**src/rtl/core/snfce_pkg.sv**
```systemverilog
// ----------------------------------------------------------------------------
// snfce_pkg
// Shared opcodes, register indexes, reset values and the control/status
// bundles between the command controller and the datapath.
// ----------------------------------------------------------------------------
package snfce_pkg;

  // Serial flash opcodes
  localparam logic [7:0] OP_WREN = 8'h06;
  localparam logic [7:0] OP_WRDI = 8'h04;
  localparam logic [7:0] OP_RDID = 8'h9F;
  localparam logic [7:0] OP_RDSR = 8'h05;
  localparam logic [7:0] OP_WRSR = 8'h01;
  localparam logic [7:0] OP_READ = 8'h03;
  localparam logic [7:0] OP_FAST = 8'h0B;
  localparam logic [7:0] OP_PP   = 8'h02;
  localparam logic [7:0] OP_SE   = 8'hD8;
  localparam logic [7:0] OP_BE   = 8'hC7;
  localparam logic [7:0] OP_DP   = 8'hB9;
  localparam logic [7:0] OP_RES  = 8'hAB;
  localparam logic [7:0] OP_NOP  = 8'h00;

  // Configuration port
  localparam int CFG_INDEX_W = 3;
  localparam int CFG_DATA_W  = 24;

  localparam logic [CFG_INDEX_W-1:0] CFG_MFR_ID     = 3'd0;
  localparam logic [CFG_INDEX_W-1:0] CFG_JEDEC_EXT  = 3'd1;
  localparam logic [CFG_INDEX_W-1:0] CFG_SECTOR_LOG = 3'd2;
  localparam logic [CFG_INDEX_W-1:0] CFG_DEVICE_LOG = 3'd3;

  localparam logic [23:0] MFR_ID_RST     = 24'h202014;
  localparam logic [15:0] JEDEC_EXT_RST  = 16'h0000;
  localparam logic [4:0]  SECTOR_LOG_RST = 5'd16;
  localparam logic [4:0]  DEVICE_LOG_RST = 5'd20;

  // Byte counts for the collect and buffered-read phases
  localparam int          BUF_DEPTH  = 5;
  localparam logic [2:0]  NEED_ID    = 3'd5;
  localparam logic [2:0]  NEED_ONE   = 3'd1;
  localparam logic [2:0]  NEED_ADDR  = 3'd3;
  localparam logic [2:0]  NEED_FAST  = 3'd4;

  // Controller -> datapath
  typedef struct packed {
    logic capture;     // latch the input beat
    logic exec;        // run one protocol step
    logic load;        // move the pending result into the output register
    logic sweep_step;  // zero one storage byte
  } snfce_cmd_t;

  // Datapath -> controller
  typedef struct packed {
    logic slot_free;      // output register empty or draining this cycle
    logic sweep_pending;  // zeroing bytes still to go
    logic sweep_last;     // this sweep step is the final one
  } snfce_stat_t;

endpackage

```
**src/rtl/core/snfce_ctrl.sv**
```systemverilog
// ----------------------------------------------------------------------------
// snfce_ctrl
// Sequencer: accept a beat, run one protocol step, hand the result to the
// output register, then run any pending zeroing sweep.
// ----------------------------------------------------------------------------
module snfce_ctrl (
  input  logic                   clk,
  input  logic                   rst,
  input  logic                   in_valid,
  output logic                   in_ready,
  input  snfce_pkg::snfce_stat_t status,
  output snfce_pkg::snfce_cmd_t  cmd
);

  typedef enum logic [1:0] {
    S_SWEEP,
    S_IDLE,
    S_EXEC,
    S_RESULT
  } state_t;

  state_t state;

  always_ff @(posedge clk) begin
    if (rst) begin
      state <= S_SWEEP;
    end else begin
      unique case (state)
        S_SWEEP: begin
          if (status.sweep_last) state <= S_IDLE;
        end
        S_IDLE: begin
          if (in_valid) state <= S_EXEC;
        end
        S_EXEC: begin
          state <= S_RESULT;
        end
        S_RESULT: begin
          if (status.slot_free) state <= status.sweep_pending ? S_SWEEP : S_IDLE;
        end
        default: state <= S_IDLE;
      endcase
    end
  end

  assign in_ready = (state == S_IDLE);

  always_comb begin
    cmd            = '0;
    cmd.capture    = (state == S_IDLE) && in_valid;
    cmd.exec       = (state == S_EXEC);
    cmd.load       = (state == S_RESULT) && status.slot_free;
    cmd.sweep_step = (state == S_SWEEP);
  end

`ifndef SYNTHESIS
  a_sweep_has_work: assert property (@(posedge clk) disable iff (rst)
    cmd.sweep_step |-> status.sweep_pending)
    else $error("sweep step with no bytes left");

  a_no_accept_during_erase: assert property (@(posedge clk) disable iff (rst)
    in_ready |-> !status.sweep_pending)
    else $error("ready while zeroing sweep pending");

  a_ready_source: assert property (@(posedge clk) disable iff (rst)
    $rose(in_ready) |-> ($past(cmd.load) || $past(cmd.sweep_step)))
    else $error("ready rose without result load or sweep end");
`endif

endmodule

```
**config.mk**
```make
export PLATFORM = sky130hd
export DESIGN_NAME = snfce_ctrl
export DESIGN_NICKNAME = d
export VERILOG_FILES = /design/src/rtl/core/snfce_pkg.sv /design/src/rtl/core/snfce_ctrl.sv
export SDC_FILE = /design/constraint.sdc
export NUM_CORES = 1
export LEC_CHECK = 0
export BUFFER_PORTS_ARGS = -buffer_cell sky130_fd_sc_hd__buf_4
export CORE_AREA = 2 2 39 41
export DETAILED_ROUTE_END_ITERATION = 16
export DIE_AREA = 0 0 41 43
export GPL_TIMING_DRIVEN = 0
export HOLD_SLACK_MARGIN = 0.05
export SYNTH_ARGS = -nofsm -noshare
export SYNTH_HDL_FRONTEND = slang
export SYNTH_SLANG_ARGS = --single-unit
```
**constraint.sdc**
```tcl
create_clock -name clk -period 2.9 [get_ports clk]
set_input_delay 0.29 -clock clk [delete_from_list [all_inputs] [get_ports clk]]
set_output_delay 0.29 -clock clk [all_outputs]
set_load 0.02 [all_outputs]
```
**After elaboration in Yosys (flattened, before gate mapping)**

Index checks and enable logic that the tools add are counted.

- Multiplexer cells: 5
- Equality and inequality tests: 6
- Reductions and logical operators: 4

Operators with widths:

| cell | count |
|---|---|
| 2-bit case mux with 4 select lines | 1 |
| 2-bit two-way mux | 3 |
| 2-bit inequality test, second input constant | 3 |
| 2-bit == test, second input constant | 2 |
| 3-bit AND reduction | 1 |
| 2-bit by 1-bit == test with 1-bit output, second input constant | 1 |
| 1-bit logical AND | 2 |
| 2-bit zero test | 1 |
| 1-bit two-way mux | 1 |

- Register bits: 2
- Input bits: 6
- Logic and storage cells: 16
- Output and inout bits: 5

**Longest topological paths before layout**

Gate-level depths: netlist of run 1.

- Depth in word-level cells: 3
- Gate-level depth with buffers: 5
- Depth with buffers taken out: 5

**Worst setup path after synthesis of run 1**

OpenSTA, ideal clock, no wires.

- Path kind: register to register
- Start: reg state[0]
- End: reg state[1]
- Clock period less this slack: 1.351 ns
- Data arrival time: 1.229 ns
- Required time: 2.778 ns
- Stages on the path, launching flop included: 6
- Setup time: 0.122 ns
- Setup slack: 1.549 ns
- Buffers on the path: 0
- Cells stage by stage: dfxtp_1 inv_1 ha_1 and2b_2 o31ai_1 a21oi_1

RTL lines:

| item | line | text |
|---|---|---|
| from (decl) | snfce_ctrl.sv:22 | `state_t state;` |
| from (signal assigned) | snfce_ctrl.sv:39 | `if (status.slot_free) state <= status.sweep_pending ? S_SWEEP : S_IDLE;` |

==> flow_summary.toml, run 1 <==
[routing]
drt_iter0_drc = 2
drtPass1Iterations = 2
wl_per_cell_microns = 8.42
wl_microns = 446
ant_nets = 0
drc = 0
vias_per_cell = 4.06
num_vias = 215

[clock_tree]
clock_path_buffers = 2
cts_hold_buffers = 0
clk_pin_slew_worst_paths_ns = 0.03
cts_made_buffers = 3
post-cts-setup-buffers = 0
cts_root_buf = "clkbuf_4"
clock_sinks = 2
clk_latency_ns = 0.22
cts_tree = "yes"
htreeDepth = 1
cts-resized-gates = 0

[finish]
final_cell_mix = "buf_4 (10), ha_1 (4), inv_1 (3), clkbuf_4 (3)"
antenna_cells = 0
top_regs = "state x2"
final_cell_count_no_fill = 53
fillCellCount = 152
regMostFlops = "state"
regArea_sq_um = 40.0
final_common_cell = "buf_4"
fin_nets = 49
synthToLayoutAreaGrowth_pct = 52.2
drive_gt1_share_pct = 54.1
largest_register_ffs = 2
multi_input_area_sq_um = 174
final_util_pct = 24.8

[grt]
track_usage_pct = 6.31
antenna_found_initial = 0
grt_pass1_vias = 209
grt_overflow = 0
grt_pass1_wl_microns = 724
grt_max_degree = 6

[power]
switching_share_pct = 43.5
p_switching_w = 0.000138
pwr-share-seq_pct = 17.0
p_int_w = 0.000180
ir_drop_mv = 0.262
powerDensity_mw_per_mm2 = 929
leakage_nw = 0.164
combPwrFrac_pct = 63.9
finalPower_w = 0.000318
clock_power_share_pct = 19.1

[setup_path]
end_kind = "primary output"
crit_required_ns = 2.61
path_buf_inv = 2
cpLargestDelayFamily = "flip-flops"
path_max_fanout = 5
crit_type = "reg2out"
cp_slowest_cell = "dfxtp_1"
cpPeakStageDelay_ns = 0.39
start_kind = "register"
path_cells = "inv_1 > ha_1 > and2_1 > buf_4"
arrival_ns = 1.20

[floorplanning]
die_area_sq_mm = 0.00176
start_util_pct = 16.3
die_h_microns = 43
io_pins = 11
num_rows = 14
coreArea_sq_mm = 0.00138
chipWidth_microns = 41

[run]
max-cap-violations = 0

[placement]
port_buffers = 10
gp_congestion = 0.653
dpl.hpwl_microns = 389
pre_cts_slack_ns = 1.52
dp_cells = 50

[sta]
rsz0062_at_grt = "false"
period_share_pct = 51.5
max_freq_mhz = 669
min_period_ns = 1.49
setup_viol = 0
setup_tns_ns = 0
finClkSkew_ns = 0.00363
tightest_slew_ns = 0.263
hold_viol_final = 0
fin_ws_ns = 1.41
finalMaxSlewViolations = 0
relSlewSlack_pct = 82.4

[yosys]
yosys_warnings = 0
netlist_area_sq_um = 225
avgSynthCellArea_sq_um = 9.38
ys_ff_latch = 2
synthCells = 24
yosysUniqueCellTypes = 16
ys_seq_area_share_pct = 17.8
syn_nets = 34

[outcome]
status = "completed"

[worst_hold_path]
holdCritPathClass = "in2reg"
[cell type report]
cell class	instances	area share, %
Sequential cell	2	11.7
Multi-Input combinational cell	19	50.7
Inverter	3	3.28
Timing Repair Buffer	10	21.9
Tap cell	16	5.84
Clock buffer	3	6.57
[layer usage]
metal,wire length [microns],share of wire (%),GRT usage [%],vias up
li1,-,-,-,111
met1,165,37,5.43,100
met2,256,57,9.69,4
met3,24,5.4,4.71,0
met4,0,0,4.00,0
met5,0,0,0,-
[cell families (layout without fill, tap and decap cells)]
logic type                 after synthesis  in the layout  synth area share (%)
and+or+nand+nor                         10             10                  35.6
AOI/OAI and AO/OA                        5              5                  19.4
adders and majority gates                4              4                  22.2
buffers and inverters                    3             16                  5.00
DFF                                      2              2                  17.8
[metrics by stage]
step,hold slack (ns),cell area (sq um)
CTS,0.230,343
global placement,0.467,320
floorplan,0.356,225
finish,0.240,343
global route,0.225,343
detailed placement,0.466,320
[path summary, 6_finish.rpt]
kind / from / end / slack, ns / cells past startpoint
min reg2reg: state[1] / state[1] / 0.53 / 2
max reg2reg: state[0] / state[1] / 1.54 / 5
min: rst / state[0] / 0.24 / 2
max: state[1] / cmd[3] / 1.41 / 4
[power groups by stage]
stage	Clock, W	Sequential, W	Combinational, W
floorplan	0	0.0000516	0.000150
global placement	0	0.0000549	0.000205
detailed placement	0	0.0000552	0.000208
CTS	0.0000649	0.0000550	0.000208
global route	0.0000697	0.0000555	0.000224
finish	0.0000608	0.0000542	0.000203
[synth_stat cells, drive strengths merged]
cell type  count  area, sq um
nand2b         3         21.3
dfxtp          2         40.0
a21oi          1         5.00
and2b          3         28.8
o2111ai        1         8.76
ha             4         50.1
nor3           1         10.0
a211oi         1         7.51
nand4          1         6.26
and2           2         13.8
o31ai          1         7.51
inv            3         11.3
a221oi         1         15.0
Note: power is estimated with default switching activity, not from simulation.
==> run 2: changes to the inputs <==
==> constraint.sdc (replaced) <==
create_clock -name clk -period 1.3 [get_ports clk]
set_input_delay 0.13 -clock clk [delete_from_list [all_inputs] [get_ports clk]]
set_output_delay 0.13 -clock clk [all_outputs]
set_load 0.02 [all_outputs]
==> flow_summary.toml, run 2 (synthesis results as in run 1) <==
[setup_path]
reg2reg_slack_ns = 0.07
cpPeakStageDelay_ns = 0.35
endpoint = "cmd[1]"
crit_required_ns = 1.17
crit_type = "reg2out"
start_kind = "register"
regToRegEndpoint = "state[1]"
path_max_fanout = 5
arrival_ns = 1.12
path_cells = "ha_1 > and2_2 > buf_4"
end_kind = "primary output"
r2r_start = "state[0]"
cp_slowest_cell = "dfxtp_4"
rr_worst_depth = 5
startpoint = "state[1]"

[routing]
drc = 0
ant_nets = 0
num_vias = 215
drt_iter0_drc = 0
wl_per_cell_microns = 8.60
vias_per_cell = 4.06
wl_microns = 456
drtPass1Iterations = 1

[sta]
fin_ws_ns = 0.0471
finalMaxSlewViolations = 0
setup_tns_ns = 0
finClkSkew_ns = 0.00187
hold_viol_final = 0
setup_viol = 0
min_period_ns = 1.25
max_freq_mhz = 798
period_share_pct = 96.4
rsz0062_at_grt = "true"
relSlewSlack_pct = 79.9
tightest_slew_ns = 0.299

[placement]
dpl.hpwl_microns = 380
dp_cells = 50
dpl_cell_area_sq_um = 325
pre_cts_slack_ns = -0.0364
port_buffers = 10
gp_congestion = 0.683

[clock_tree]
clk_pin_slew_worst_paths_ns = 0.03
cts_tree = "yes"
clock_path_buffers = 2
clock_sinks = 2
htreeDepth = 1
clk_latency_ns = 0.22
cts_made_buffers = 3
cts_root_buf = "clkbuf_4"

[floorplanning]
die_area_sq_mm = 0.00176
die_h_microns = 43
num_rows = 14
start_util_pct = 16.3
chipWidth_microns = 41
io_pins = 11
coreArea_sq_mm = 0.00138

[power]
ir_drop_mv = 0.638
powerDensity_mw_per_mm2 = 2130
leakage_nw = 0.159

[run]
max-cap-violations = 0

[finish]
final_util_pct = 25.9
synthToLayoutAreaGrowth_pct = 58.9
final_cell_count_no_fill = 53
regMostFlops = "state"
fin_nets = 49
largest_register_ffs = 2
final_cell_area_sq_um = 358
final_cell_mix = "buf_4 (10), clkbuf_4 (3)"
antenna_cells = 0
top_regs = "state x2"
final_common_cell = "buf_4"
drive_gt1_share_pct = 70.3

[worst_hold_path]
holdCritPathClass = "in2reg"
min_from = "rst"

[grt]
grt_pass1_vias = 241
track_usage_pct = 7.81
grt_overflow = 0
grt_pass1_wl_microns = 869
grt_max_degree = 6
antenna_found_initial = 0

[outcome]
status = "completed"
-- run 2: cell count changes in the layout (fill, tap and decap cells not counted) --
cell,previous run,this run
dfxtp_1,2,0
dfxtp_2,0,1
dfxtp_4,0,1
ha_1,4,2
ha_2,0,2
inv_1,3,2
inv_2,0,1
o31ai_1,1,0
o31ai_2,0,1
-- run 2: critical path: cells and delay by family (launching register included) --
kind                     cells  cell delay (ns)
flip-flops                   1             0.35
AND/OR/NAND/NOR              1             0.18
buffers and inverters        1             0.15
adder cells (fa/ha/maj)      1             0.22
-- run 2: layout make-up --
cell class              count  area, sq um
fillers                   161         1030
multi-input cells          19          184
repair buffers             10         75.1
flip-flops and latches      2         45.0
clock buffers               3         22.5
well taps                  16         20.0
inverters                   3         11.3
-- run 2: layer usage --
layer | GRT usage, % | vias to the layer above | part of all wire [%]
li1 | - | 111 | -
met1 | 7.01 | 100 | 37
met2 | 11.9 | 4 | 57
met3 | 4.71 | 0 | 6.1
met4 | 6.00 | 0 | 0
met5 | 0 | - | 0
-- run 2: worst min path at each step --
stage,to,cells past startpoint
after floorplan,state[0],1
after global placement,state[0],2
after detailed placement,state[0],2
after CTS,state[0],2
after global routing,state[0],2
final,state[0],2
-- run 2: power by group --
group	total, W	internal [W]	switching (W)
Sequential	0.000141	0.000104	0.0000370
Combinational	0.000484	0.000226	0.000258
Clock	0.000137	0.000102	0.0000348
Total	0.000761	0.000431	0.000330
-- run 2: stage by stage --
step,power (W),hold WS (ns)
5_1_grt,0.000844,0.0531
4_1_cts,0.000763,0.0613
2_1_floorplan,0.000464,0.196
3_3_place_gp,0.000594,0.306
3_5_place_dp,0.000603,0.308
6_report,0.000761,0.0722
-- run 2: repair_timing --
action	in CTS	in global routing
gates resized for setup	3	2
buffers inserted	0	0
hold buffers	0	0
setup endpoints to repair	2	3
pin swaps	0	0
hold endpoints to repair	0	0
==> run 3: changes to the inputs <==
--- a/config.mk
+++ b/config.mk
@@ -7,6 +7,7 @@
 export LEC_CHECK = 0
 export BUFFER_PORTS_ARGS = -buffer_cell sky130_fd_sc_hd__buf_4
 export CORE_AREA = 2 2 39 41
+export CTS_BUF_LIST = sky130_fd_sc_hd__clkbuf_16
 export DETAILED_ROUTE_END_ITERATION = 16
 export DIE_AREA = 0 0 41 43
 export GPL_TIMING_DRIVEN = 0
==> flow_summary.toml, run 3 (synthesis results as in run 1) <==
[setup_path]
path_cells = "ha_1 > and2_2 > buf_4"
arrival_ns = 1.12
path_max_fanout = 5
r2r_start = "state[0]"
start_kind = "register"
crit_required_ns = 1.17
cpPeakStageDelay_ns = 0.35
crit_type = "reg2out"
startpoint = "state[1]"
cp_slowest_cell = "dfxtp_4"
end_kind = "primary output"
reg2reg_slack_ns = 0.07

[placement]
port_buffers = 10
dpl.hpwl_microns = 380
dp_cells = 50
gp_congestion = 0.683
pre_cts_slack_ns = -0.0364

[sta]
relSlewSlack_pct = 79.0
hold_viol_final = 0
setup_viol = 0
finClkSkew_ns = 0.000968
holdWs_ns = 0.0801
min_period_ns = 1.25
max_freq_mhz = 803
setup_tns_ns = 0
rsz0062_at_grt = "true"
period_share_pct = 95.8
finalMaxSlewViolations = 0
tightest_slew_ns = 0.313
fin_ws_ns = 0.0540

[finish]
fin_nets = 49
final_cell_mix = "buf_4 (10), clkbuf_16 (3)"
regArea_sq_um = 45.0
fillCellCount = 158
drive_gt1_share_pct = 70.3
synthToLayoutAreaGrowth_pct = 82.2
top_regs = "state x2"
antenna_cells = 0
multi_input_area_sq_um = 184
final_common_cell = "buf_4"
final_cell_count_no_fill = 53
final_util_pct = 29.7
regMostFlops = "state"
largest_register_ffs = 2

[floorplanning]
chipWidth_microns = 41
num_rows = 14
coreArea_sq_mm = 0.00138
start_util_pct = 16.3
io_pins = 11
die_h_microns = 43
die_area_sq_mm = 0.00176

[routing]
wl_per_cell_microns = 8.66
drtPass1Iterations = 2
wl_microns = 459
drc = 0
ant_nets = 0
vias_per_cell = 4.09
drt_iter0_drc = 1
num_vias = 217

[grt]
track_usage_pct = 7.71
grt_pass1_wl_microns = 855
grt_pass1_vias = 240
antenna_found_initial = 0
grt_overflow = 0
grt_max_degree = 6

[clock_tree]
cts_tree = "yes"
cts_made_buffers = 3
clock_path_buffers = 2
clk_latency_ns = 0.22
htreeDepth = 1
clk_pin_slew_worst_paths_ns = 0.03
clock_sinks = 2
cts_root_buf = "clkbuf_16"

[run]
max-cap-violations = 0

[power]
leakage_nw = 0.182
powerDensity_mw_per_mm2 = 2630
ir_drop_mv = 1.07

[worst_hold_path]
min_from = "rst"
holdCritPathClass = "in2reg"

[outcome]
status = "completed"
==> run 3: changes by cell type in the layout (fill, tap and decap cells not counted) <==
cell       previous run  this run
clkbuf_4              3         0
clkbuf_16             0         3
==> run 3: stage by stage <==
stage	total power (W)	area, sq um
2_1_floorplan	0.000464	230
3_3_place_gp	0.000594	325
5_1_grt	0.00116	410
4_1_cts	0.00108	403
3_5_place_dp	0.000603	325
6_report	0.00108	410
==> run 3: layer usage <==
| layer | up-vias | routed length [microns] | track usage, % |
|---|---|---|---|
| met5 | - | 0 | 0 |
| met4 | 0 | 0 | 6.00 |
| met3 | 0 | 33 | 4.71 |
| met2 | 6 | 260 | 11.9 |
| met1 | 100 | 165 | 6.69 |
| li1 | 111 | - | - |
==> run 3: worst paths after layout <==
| path | to | cells past startpoint |
|---|---|---|
| worst max-delay path | cmd[1] | 3 |
| worst min-delay path | state[0] | 2 |
| worst max register to register | state[1] | 5 |
| worst min register to register | state[1] | 2 |
==> run 3: area by class of cell <==
class	instances	share of cell area (%)
clock buffers	3	18.3
inverters	3	2.74
multi-input cells	19	44.8
flip-flops and latches	2	11.0
well taps	16	4.88
repair buffers	10	18.3
==> run 3: what timing repair did <==
item	in CTS	in global routing
gates cloned	0	0
hold buffers	0	0
pin swaps	0	0
setup endpoints to repair	2	1
resized for setup	3	2
buffers inserted	0	0
==> run 3: worst max-delay path: cells and delay by family (launching register included) <==
kind	cells	cell delay [ns]
buffers and inverters	1	0.15
adder cells (fa/ha/maj)	1	0.22
AND/OR/NAND/NOR	1	0.18
flip-flops	1	0.35
==> run 3: where the power goes <==
group / internal [W] / switching, W / total (W)
combinational: 0.000226 / 0.000259 / 0.000485
clock: 0.000391 / 0.0000643 / 0.000455
sequential: 0.000104 / 0.0000375 / 0.000141
